File: src/rtl/core/hmf_pkg.sv
package hmf_pkg;

    // Action codes carried in the request.
    localparam logic [1:0] ACT_ADD   = 2'd0;
    localparam logic [1:0] ACT_FETCH = 2'd1;
    localparam logic [1:0] ACT_CLEAR = 2'd2;

    // Fixed field widths of the request and result.
    localparam int SAMPLE_W = 9;
    localparam int OCC_W    = 16;

    typedef struct packed {
        logic [1:0]          action;
        logic [SAMPLE_W-1:0] sample_value;
    } request_t;

    typedef struct packed {
        logic [SAMPLE_W-1:0] dominant_value;
        logic [OCC_W-1:0]    occurrences;
        logic                none_left;
    } result_t;

    typedef enum logic [1:0] {
        ST_CLEAR,
        ST_IDLE,
        ST_CHECK,
        ST_SCAN
    } state_t;

    // Commands from the controller to the datapath.
    typedef struct packed {
        logic add_accept;
        logic clear_start;
        logic sweep;
        logic quick_miss;
        logic scan_load;
        logic scan_run;
    } cmd_t;

    // Status from the datapath to the controller.
    typedef struct packed {
        logic sweep_last;
        logic fetch_empty;
        logic scan_hit;
        logic scan_miss;
    } status_t;

endpackage

File: src/rtl/core/hmf_ctrl.sv
module hmf_ctrl (
    input  logic               clk,
    input  logic               rst_n,
    input  logic               start,
    input  logic [1:0]         action,
    input  hmf_pkg::status_t   status,
    output hmf_pkg::cmd_t      cmd,
    output logic               busy
);

    hmf_pkg::state_t state_reg;
    hmf_pkg::state_t state_next;

    always_ff @(posedge clk or negedge rst_n)
    begin
        if (!rst_n)
        begin
            state_reg <= hmf_pkg::ST_CLEAR;
        end
        else
        begin
            state_reg <= state_next;
        end
    end

    always_comb
    begin
        state_next = state_reg;
        cmd        = '0;
        busy       = 1'b1;
        case (state_reg)
            hmf_pkg::ST_CLEAR:
            begin
                cmd.sweep = 1'b1;
                if (status.sweep_last)
                begin
                    state_next = hmf_pkg::ST_IDLE;
                end
            end
            hmf_pkg::ST_IDLE:
            begin
                busy = 1'b0;
                if (start)
                begin
                    if (action == hmf_pkg::ACT_ADD)
                    begin
                        cmd.add_accept = 1'b1;
                    end
                    else if (action == hmf_pkg::ACT_FETCH)
                    begin
                        state_next = hmf_pkg::ST_CHECK;
                    end
                    else if (action == hmf_pkg::ACT_CLEAR)
                    begin
                        cmd.clear_start = 1'b1;
                        state_next      = hmf_pkg::ST_CLEAR;
                    end
                end
            end
            hmf_pkg::ST_CHECK:
            begin
                if (status.fetch_empty)
                begin
                    cmd.quick_miss = 1'b1;
                    state_next     = hmf_pkg::ST_IDLE;
                end
                else
                begin
                    cmd.scan_load = 1'b1;
                    state_next    = hmf_pkg::ST_SCAN;
                end
            end
            hmf_pkg::ST_SCAN:
            begin
                cmd.scan_run = 1'b1;
                if (status.scan_hit || status.scan_miss)
                begin
                    state_next = hmf_pkg::ST_IDLE;
                end
            end
            default:
            begin
                state_next = hmf_pkg::ST_IDLE;
            end
        endcase
    end

endmodule

File: config.mk
export PLATFORM = sky130hd
export DESIGN_NAME = hmf_ctrl
export DESIGN_NICKNAME = d
export VERILOG_FILES = /design/src/rtl/core/hmf_pkg.sv /design/src/rtl/core/hmf_ctrl.sv
export SDC_FILE = /design/constraint.sdc
export NUM_CORES = 1
export LEC_CHECK = 0
export CORE_AREA = 2 2 39 41
export CTS_CLUSTER_DIAMETER = 80
export DETAILED_ROUTE_END_ITERATION = 8
export DIE_AREA = 0 0 41 43
export DONT_BUFFER_PORTS = 1
export PLACE_DENSITY = 0.36
export SLEW_MARGIN = 15
export SYNTH_ARGS = -nofsm -noshare
export SYNTH_HDL_FRONTEND = slang
export SYNTH_SLANG_ARGS = --single-unit
File: constraint.sdc
create_clock -name clk -period 2.9 [get_ports clk]
set_input_delay 0.145 -clock clk [delete_from_list [all_inputs] [get_ports clk]]
set_output_delay 0.145 -clock clk [all_outputs]
set_load 0.05 [all_outputs]
==> results of run 1 <==
## metrics by stage
step | power [uW] | utilization | setup WS [ns] | std cells | hold WS [ns]
final | 362 | 0.225 | 1.11 | 48 | 0.151
after global routing | 391 | 0.225 | 0.960 | 48 | 0.147
after CTS | 369 | 0.225 | 1.07 | 48 | 0.149
after detailed placement | 304 | 0.202 | 1.08 | 44 | -0.151
after global placement | 301 | 0.202 | 1.14 | 44 | -0.151
after floorplan | 273 | - | 1.10 | 27 | -0.151
## per-layer routing
| metal | vias up | GRT usage | wire length [um] |
|---|---|---|---|
| met1 | 92 | 0.0450 | 163 |
| met3 | 2 | 0 | 40 |
| met4 | 0 | 0.0600 | 16 |
| li1 | 98 | - | - |
| met2 | 10 | 0.122 | 281 |
| met5 | - | 0 | 0 |
## cell usage in the layout (no fill, tap or decap), drive strengths merged
| master | n |
|---|---|
| dfrtp | 2 |
| nor2 | 1 |
| clkbuf | 3 |
| nor2b | 1 |
| ha | 8 |
| a222oi | 1 |
| dlygate4sd3 | 1 |
| buf | 1 |
| mux2i | 2 |
| and3 | 2 |
| o21ai | 1 |
| and2 | 2 |
| nand3b | 1 |
| inv | 6 |
## worst max-delay path by stage
| stage | start | endpoint | slack [ns] | depth (start not counted) |
|---|---|---|---|---|
| floorplan | state_reg[0]$_DFFE_PN0P_ | state_reg[1]$_DFFE_PN0P_ | 1.10 | 5 |
| CTS | state_reg[0]$_DFFE_PN0P_ | state_reg[1]$_DFFE_PN0P_ | 1.07 | 4 |
| detailed placement | state_reg[0]$_DFFE_PN0P_ | state_reg[1]$_DFFE_PN0P_ | 1.08 | 4 |
| global placement | state_reg[0]$_DFFE_PN0P_ | state_reg[0]$_DFFE_PN0P_ | 1.14 | 4 |
| finish | state_reg[0]$_DFFE_PN0P_ | state_reg[1]$_DFFE_PN0P_ | 1.11 | 4 |
| global route | state_reg[0]$_DFFE_PN0P_ | state_reg[1]$_DFFE_PN0P_ | 0.96 | 4 |
## layout make-up
type,count,area (um2),area share
flip-flops and latches,2,50.0,0.161
clock buffers,3,22.5,0.0723
repair buffers,2,17.5,0.0562
multi-input cells,19,179,0.574
inverters,6,22.5,0.0723
well taps,16,20.0,0.0643
## cell usage after synthesis
cell type	n	area share
nor2b_1	1	0.025
nand3b_1	1	0.030
dfrtp_1	2	0.20
and3_1	1	0.025
and2_1	2	0.050
inv_1	6	0.090
and3_2	1	0.030
mux2i_1	2	0.080
nor2_1	1	0.015
o21ai_0	1	0.020
ha_1	8	0.40
a222oi_1	1	0.040
## power breakdown
part / internal, uW / switching [uW]
Sequential: 43.2 / 13.8
Clock: 45.6 / 15.9
Combinational: 61.3 / 182
## worst max-delay path, stage by stage (launching register included)
cell and delay [ns]:
dfrtp_1 0.38, inv_1 0.09, ha_1 0.40, a222oi_1 0.59, mux2i_1 0.24
## cell families after synthesis
kind of cell	Yosys count
buffers and inverters	6
adders and majority gates	8
AOI/OAI and AO/OA	2
and+or+nand+nor	7
DFF	2
muxes	2
==> metrics.md, run 1 <==
| Metric | Value |
|---|---|
| Worst skew pair latency | `approximately 0.22 ns` |
| Drc violations | `0` |
| All-Layer GR Usage | `0.0622` |
| RSZ-0062 raised after global routing | `false` |
| Arrival time at the worst endpoint | `between 1.5 and 2 ns` |
| First-pass GRT wire length | `about 740 um` |
| Hold buffer count at CTS | `1` |
| Mapped Area | `between 200 and 300 um2` |
| Cell depth of the worst flop-to-flop path | `4` |
| Setup TNS | `0 ns` |
| IO Port Bufs | `0` |
| Fin crit period | `roughly 1.8 ns` |
| Post-route cell area | `around 310 um2` |
| Largest family of logic cells by synthesized area | `adder cells` |
| Max reg flops | `2` |
| Maxcap violations | `0` |
| Fin. max-slew vios | `0` |
| Clock Path Buffers | `2` |
| XOR/XNOR Fraction of Synth Area | `0` |
| Status | `completed` |
| Die footprint | `1760 um2` |
| Adder-cell share of the synthesized area | `0.398` |
| GRT overflow | `0` |
| Endpoints failing hold | `0` |
| Detail Route Antenna Nets | `0` |
| Routed len/inst | `between 10 and 15 um` |
| Worst IR Drop VDD | `269 uV` |
| Sink Count | `2` |
| Filler cells | `about 160` |
| RePlAce Congestion | `0.610` |
| Leak pwr | `between 0.00015 and 0.0002 uW` |
| Post-DP Area | `roughly 280 um2` |
| Worst slew pin tran | `0.540 ns` |
| Syn Area/Cell | `9.31 um2` |
| Endpoints failing setup | `0` |
| Seq/Total Area, Yosys | `0.199` |
| Initial Utilization | `0.182` |
| Syn Inst Count | `27` |
| CTS buffer count | `3` |
| Clock Skew | `approximately 0.0010 ns` |
| Share of layout cells above drive strength 1 | `0.156` |
| CTS clk-pin slew, worst paths | `0.03 ns` |
| FMAX | `~0.56 GHz` |
| Synth cell types | `12` |
| Vias in the first global route | `between 200 and 250` |
| CTS-repair resized insts | `0` |
| Worst r2r src | `state_reg[0]$_DFFE_PN0P_` |
| Reg2reg end | `state_reg[1]$_DFFE_PN0P_` |
| Largest net degree at the start of global routing | `6` |
| Hold Crit Class | `primary input to async pin` |
| Antenna Cells | `0` |
| Syn. warnings | `0` |
| CP max FO | `4` |
| Type of the worst setup path | `flip-flop to flip-flop` |
| Mux contribution to synthesized area | `0.0796` |
| Drt initial violations | `1` |
| Final cycle utilization of the critical path | `0.618` |
| Fin nets | `51` |
| Startpoint type of the worst setup path | `flip-flop` |
| Core area | `1380 um2` |
| Chip width | `between 40 and 50 um` |
| Initial DRT Pass Iterations | `4` |
| DRT Wirelength | `~500 um` |
| Relative slew slack | `0.640` |
| Synth Area in Compound Gates | `0.0597` |
| Worst path required time | `around 3.0 ns` |
| Detailed placer's ending HPWL | `between 400 and 500 um` |
| Initial antenna violation count | `0` |
| Worst reg2reg setup slack | `approximately 1.1 ns` |
| Setup bufs post-CTS | `0` |
| Simple-Gate Fraction of Synth Area | `0.174` |
| FF+latch count, synth | `2` |
| CTS tree | `built` |
| Post-synthesis to final-layout area growth | `23.9%` |
| Vias/cell | `roughly 4.2` |
| Std-Cell Rows | `14` |
| CTS Root Cell | `clkbuf_4` |
| H-tree depth | `1` |
| Worst setup EP type | `flip-flop` |
| Syn_nets | `44` |
| Vias | `202` |
| I/O pins | `16` |
| Die height | `about 43 um` |
| Pwr/cell area | `around 1200 nW/um2` |
Note: power is estimated with default switching activity, not from simulation.
==> run 2, diff against run 1 <==
Clock period 2.9 ns to 1.65 ns, I/O delays scaled along.
==> metrics.md, run 2 (synthesized netlist as in run 1, its figures left out) <==
| Metric | Value |
|---|---|
| First-pass GRT wire length | `793 um (+7.5%)` |
| Initial DRT Pass Iterations | `4 (unchanged)` |
| Leak pwr | `0.000191 uW (+8.3%)` |
| Critical path buffers and inverters | `1 (unchanged)` |
| Clock Skew | `0.00481 ns (+0.00381 ns)` |
| Vias/cell | `4.18 (-0.76%)` |
| Dpl ws | `0.0982 ns (-0.978 ns)` |
| FMAX | `0.668 GHz (+20%)` |
| Endpoints failing hold | `0 (unchanged)` |
| Final cycle utilization of the critical path | `0.907 (+0.289)` |
| Pwr/cell area | `1990 nW/um2 (+71%)` |
| CP max FO | `4 (unchanged)` |
| Arrival time at the worst endpoint | `1.64 ns (-0.29 ns)` |
| Commonest non-fill, non-tap cell in the layout | `ha_1` |
| Worst slew pin tran | `0.497 ns (-0.0430 ns)` |
| CP Cell Sequence | `inv_1 -> ha_2 -> a222oi_1 -> mux2i_1` |
| Setup TNS | `0 ns (unchanged)` |
| CTS-repair resized insts | `0 (unchanged)` |
| Relative slew slack | `0.669 (+0.0287)` |
| Slowest CP cell | `a222oi_1` |
| Setup bufs post-CTS | `0 (unchanged)` |
| CTS buffer count | `3 (unchanged)` |
| IO Port Bufs | `0 (unchanged)` |
| Drc violations | `0 (unchanged)` |
| Vias | `213 (+5.4%)` |
| Clock Path Buffers | `2 (unchanged)` |
| Detailed placer's ending HPWL | `442 um (-2.2%)` |
| Worst skew pair latency | `0.23 ns (about the same)` |
| Share of layout cells above drive strength 1 | `0.286 (+0.129)` |
| Detail Route Antenna Nets | `0 (unchanged)` |
| Worst path max stage delay | `0.49 ns (-0.10 ns)` |
| I/O pins | `16 (unchanged)` |
| Fin. max-slew vios | `0 (unchanged)` |
| Post-synthesis to final-layout area growth | `34.8%` |
| Die height | `43 um (unchanged)` |
| Worst IR Drop VDD | `496 uV (+84%)` |
| CTS tree | `built` |
| Initial antenna violation count | `0 (unchanged)` |
| Routed len/inst | `10.3 um (-1.2%)` |
| Sink Count | `2 (unchanged)` |
| Core area | `1380 um2 (unchanged)` |
| Maxcap violations | `0 (unchanged)` |
| Setup ws final | `0.154 ns (-0.955 ns)` |
| Endpoints failing setup | `0 (unchanged)` |
| Largest net degree at the start of global routing | `6 (unchanged)` |
| Worst setup EP type | `flip-flop` |
| DRT Wirelength | `526 um (+5.0%)` |
| Hold Crit Class | `primary input to async pin` |
| Initial Utilization | `0.182 (unchanged)` |
| Post-layout util | `0.245 (+0.0199)` |
| Status | `completed` |
| Fin nets | `54 (+5.9%)` |
| Startpoint type of the worst setup path | `flip-flop` |
| Max reg flops | `2 (unchanged)` |
| All-Layer GR Usage | `0.0693 (+0.00703)` |
| H-tree depth | `1 (unchanged)` |
| Drt initial violations | `6 (+5)` |
| Chip width | `41 um (unchanged)` |
| CTS Root Cell | `clkbuf_4` |
| CTS clk-pin slew, worst paths | `0.03 ns (about the same)` |
| Highest-count cells in the layout ignoring fill and taps | `ha_1, inv_1, buf_4` |
| Type of the worst setup path | `flip-flop to flip-flop` |
| Antenna Cells | `0 (unchanged)` |
| Std-Cell Rows | `14 (unchanged)` |
| GRT overflow | `0 (unchanged)` |
| Fin crit period | `1.50 ns (-0.295 ns)` |
| Worst path required time | `1.79 ns (-1.25 ns)` |
| Die footprint | `1760 um2 (unchanged)` |
| Vias in the first global route | `204 (-1.9%)` |
| RSZ-0062 raised after global routing | `false` |
| CP delay by family, top | `compound AO/OA/AOI/OAI gates` |
| RePlAce Congestion | `0.605 (-0.82%)` |
[run 2: worst paths after layout]
check                                          from                       end  slack, ns  cells past startpoint
max                        state_reg[0]$_DFFE_PN0P_  state_reg[0]$_DFFE_PN0P_       0.15                      4
min reg2reg                state_reg[1]$_DFFE_PN0P_  state_reg[1]$_DFFE_PN0P_       0.63                      2
max in group asynchronous                     rst_n  state_reg[0]$_DFFE_PN0P_       1.44                      1
min                                           rst_n  state_reg[1]$_DFFE_PN0P_       0.09                      1
min in group clk                          status[2]  state_reg[1]$_DFFE_PN0P_       0.16                      3
max reg2reg                state_reg[0]$_DFFE_PN0P_  state_reg[0]$_DFFE_PN0P_       0.15                      4
[run 2: repair_timing]
action                                 CTS  global route
setup endpoints to repair                0             1
endpoints found under the hold margin    2             0
hold buffers                             1             0
[run 2: metal layers]
layer	up-vias	wire length, um	global-route usage
met1	95	182	0.0804
met5	-	0	0
li1	104	-	-
met3	2	57	0.00524
met4	0	16	0.0600
met2	12	270	0.106
[run 2: per-stage QoR]
| stage | total power [uW] | instance area [um2] | hold slack [ns] | std cells |
|---|---|---|---|---|
| 3_5_place_dp | 572 | 307 | -0.213 | 47 |
| 5_1_grt | 727 | 339 | 0.0962 | 51 |
| 3_3_place_gp | 561 | 307 | -0.213 | 47 |
| 4_1_cts | 690 | 339 | 0.0806 | 51 |
| 2_1_floorplan | 490 | 256 | -0.213 | 27 |
| 6_report | 674 | 339 | 0.0852 | 51 |
[run 2: area by class of cell]
cell class / count / area, um2
well taps: 16 / 20.0
repair buffers: 5 / 40.0
inverters: 6 / 22.5
fillers: 165 / 1040
flip-flops and latches: 2 / 50.0
clock buffers: 3 / 22.5
multi-input cells: 19 / 184
[run 2: where the power goes]
group | internal [uW] | total (uW) | switching [uW]
Combinational | 136 | 463 | 327
Sequential | 75.9 | 101 | 25.1
Clock | 80.4 | 110 | 30.0
[run 2: worst register-to-register path, delay by kind of cell (launching register included)]
family          cells  cell delay (ns)
mux                 1             0.25
fa+ha+maj           1             0.19
buf+inv             1             0.10
flops               1             0.39
compound gates      1             0.49
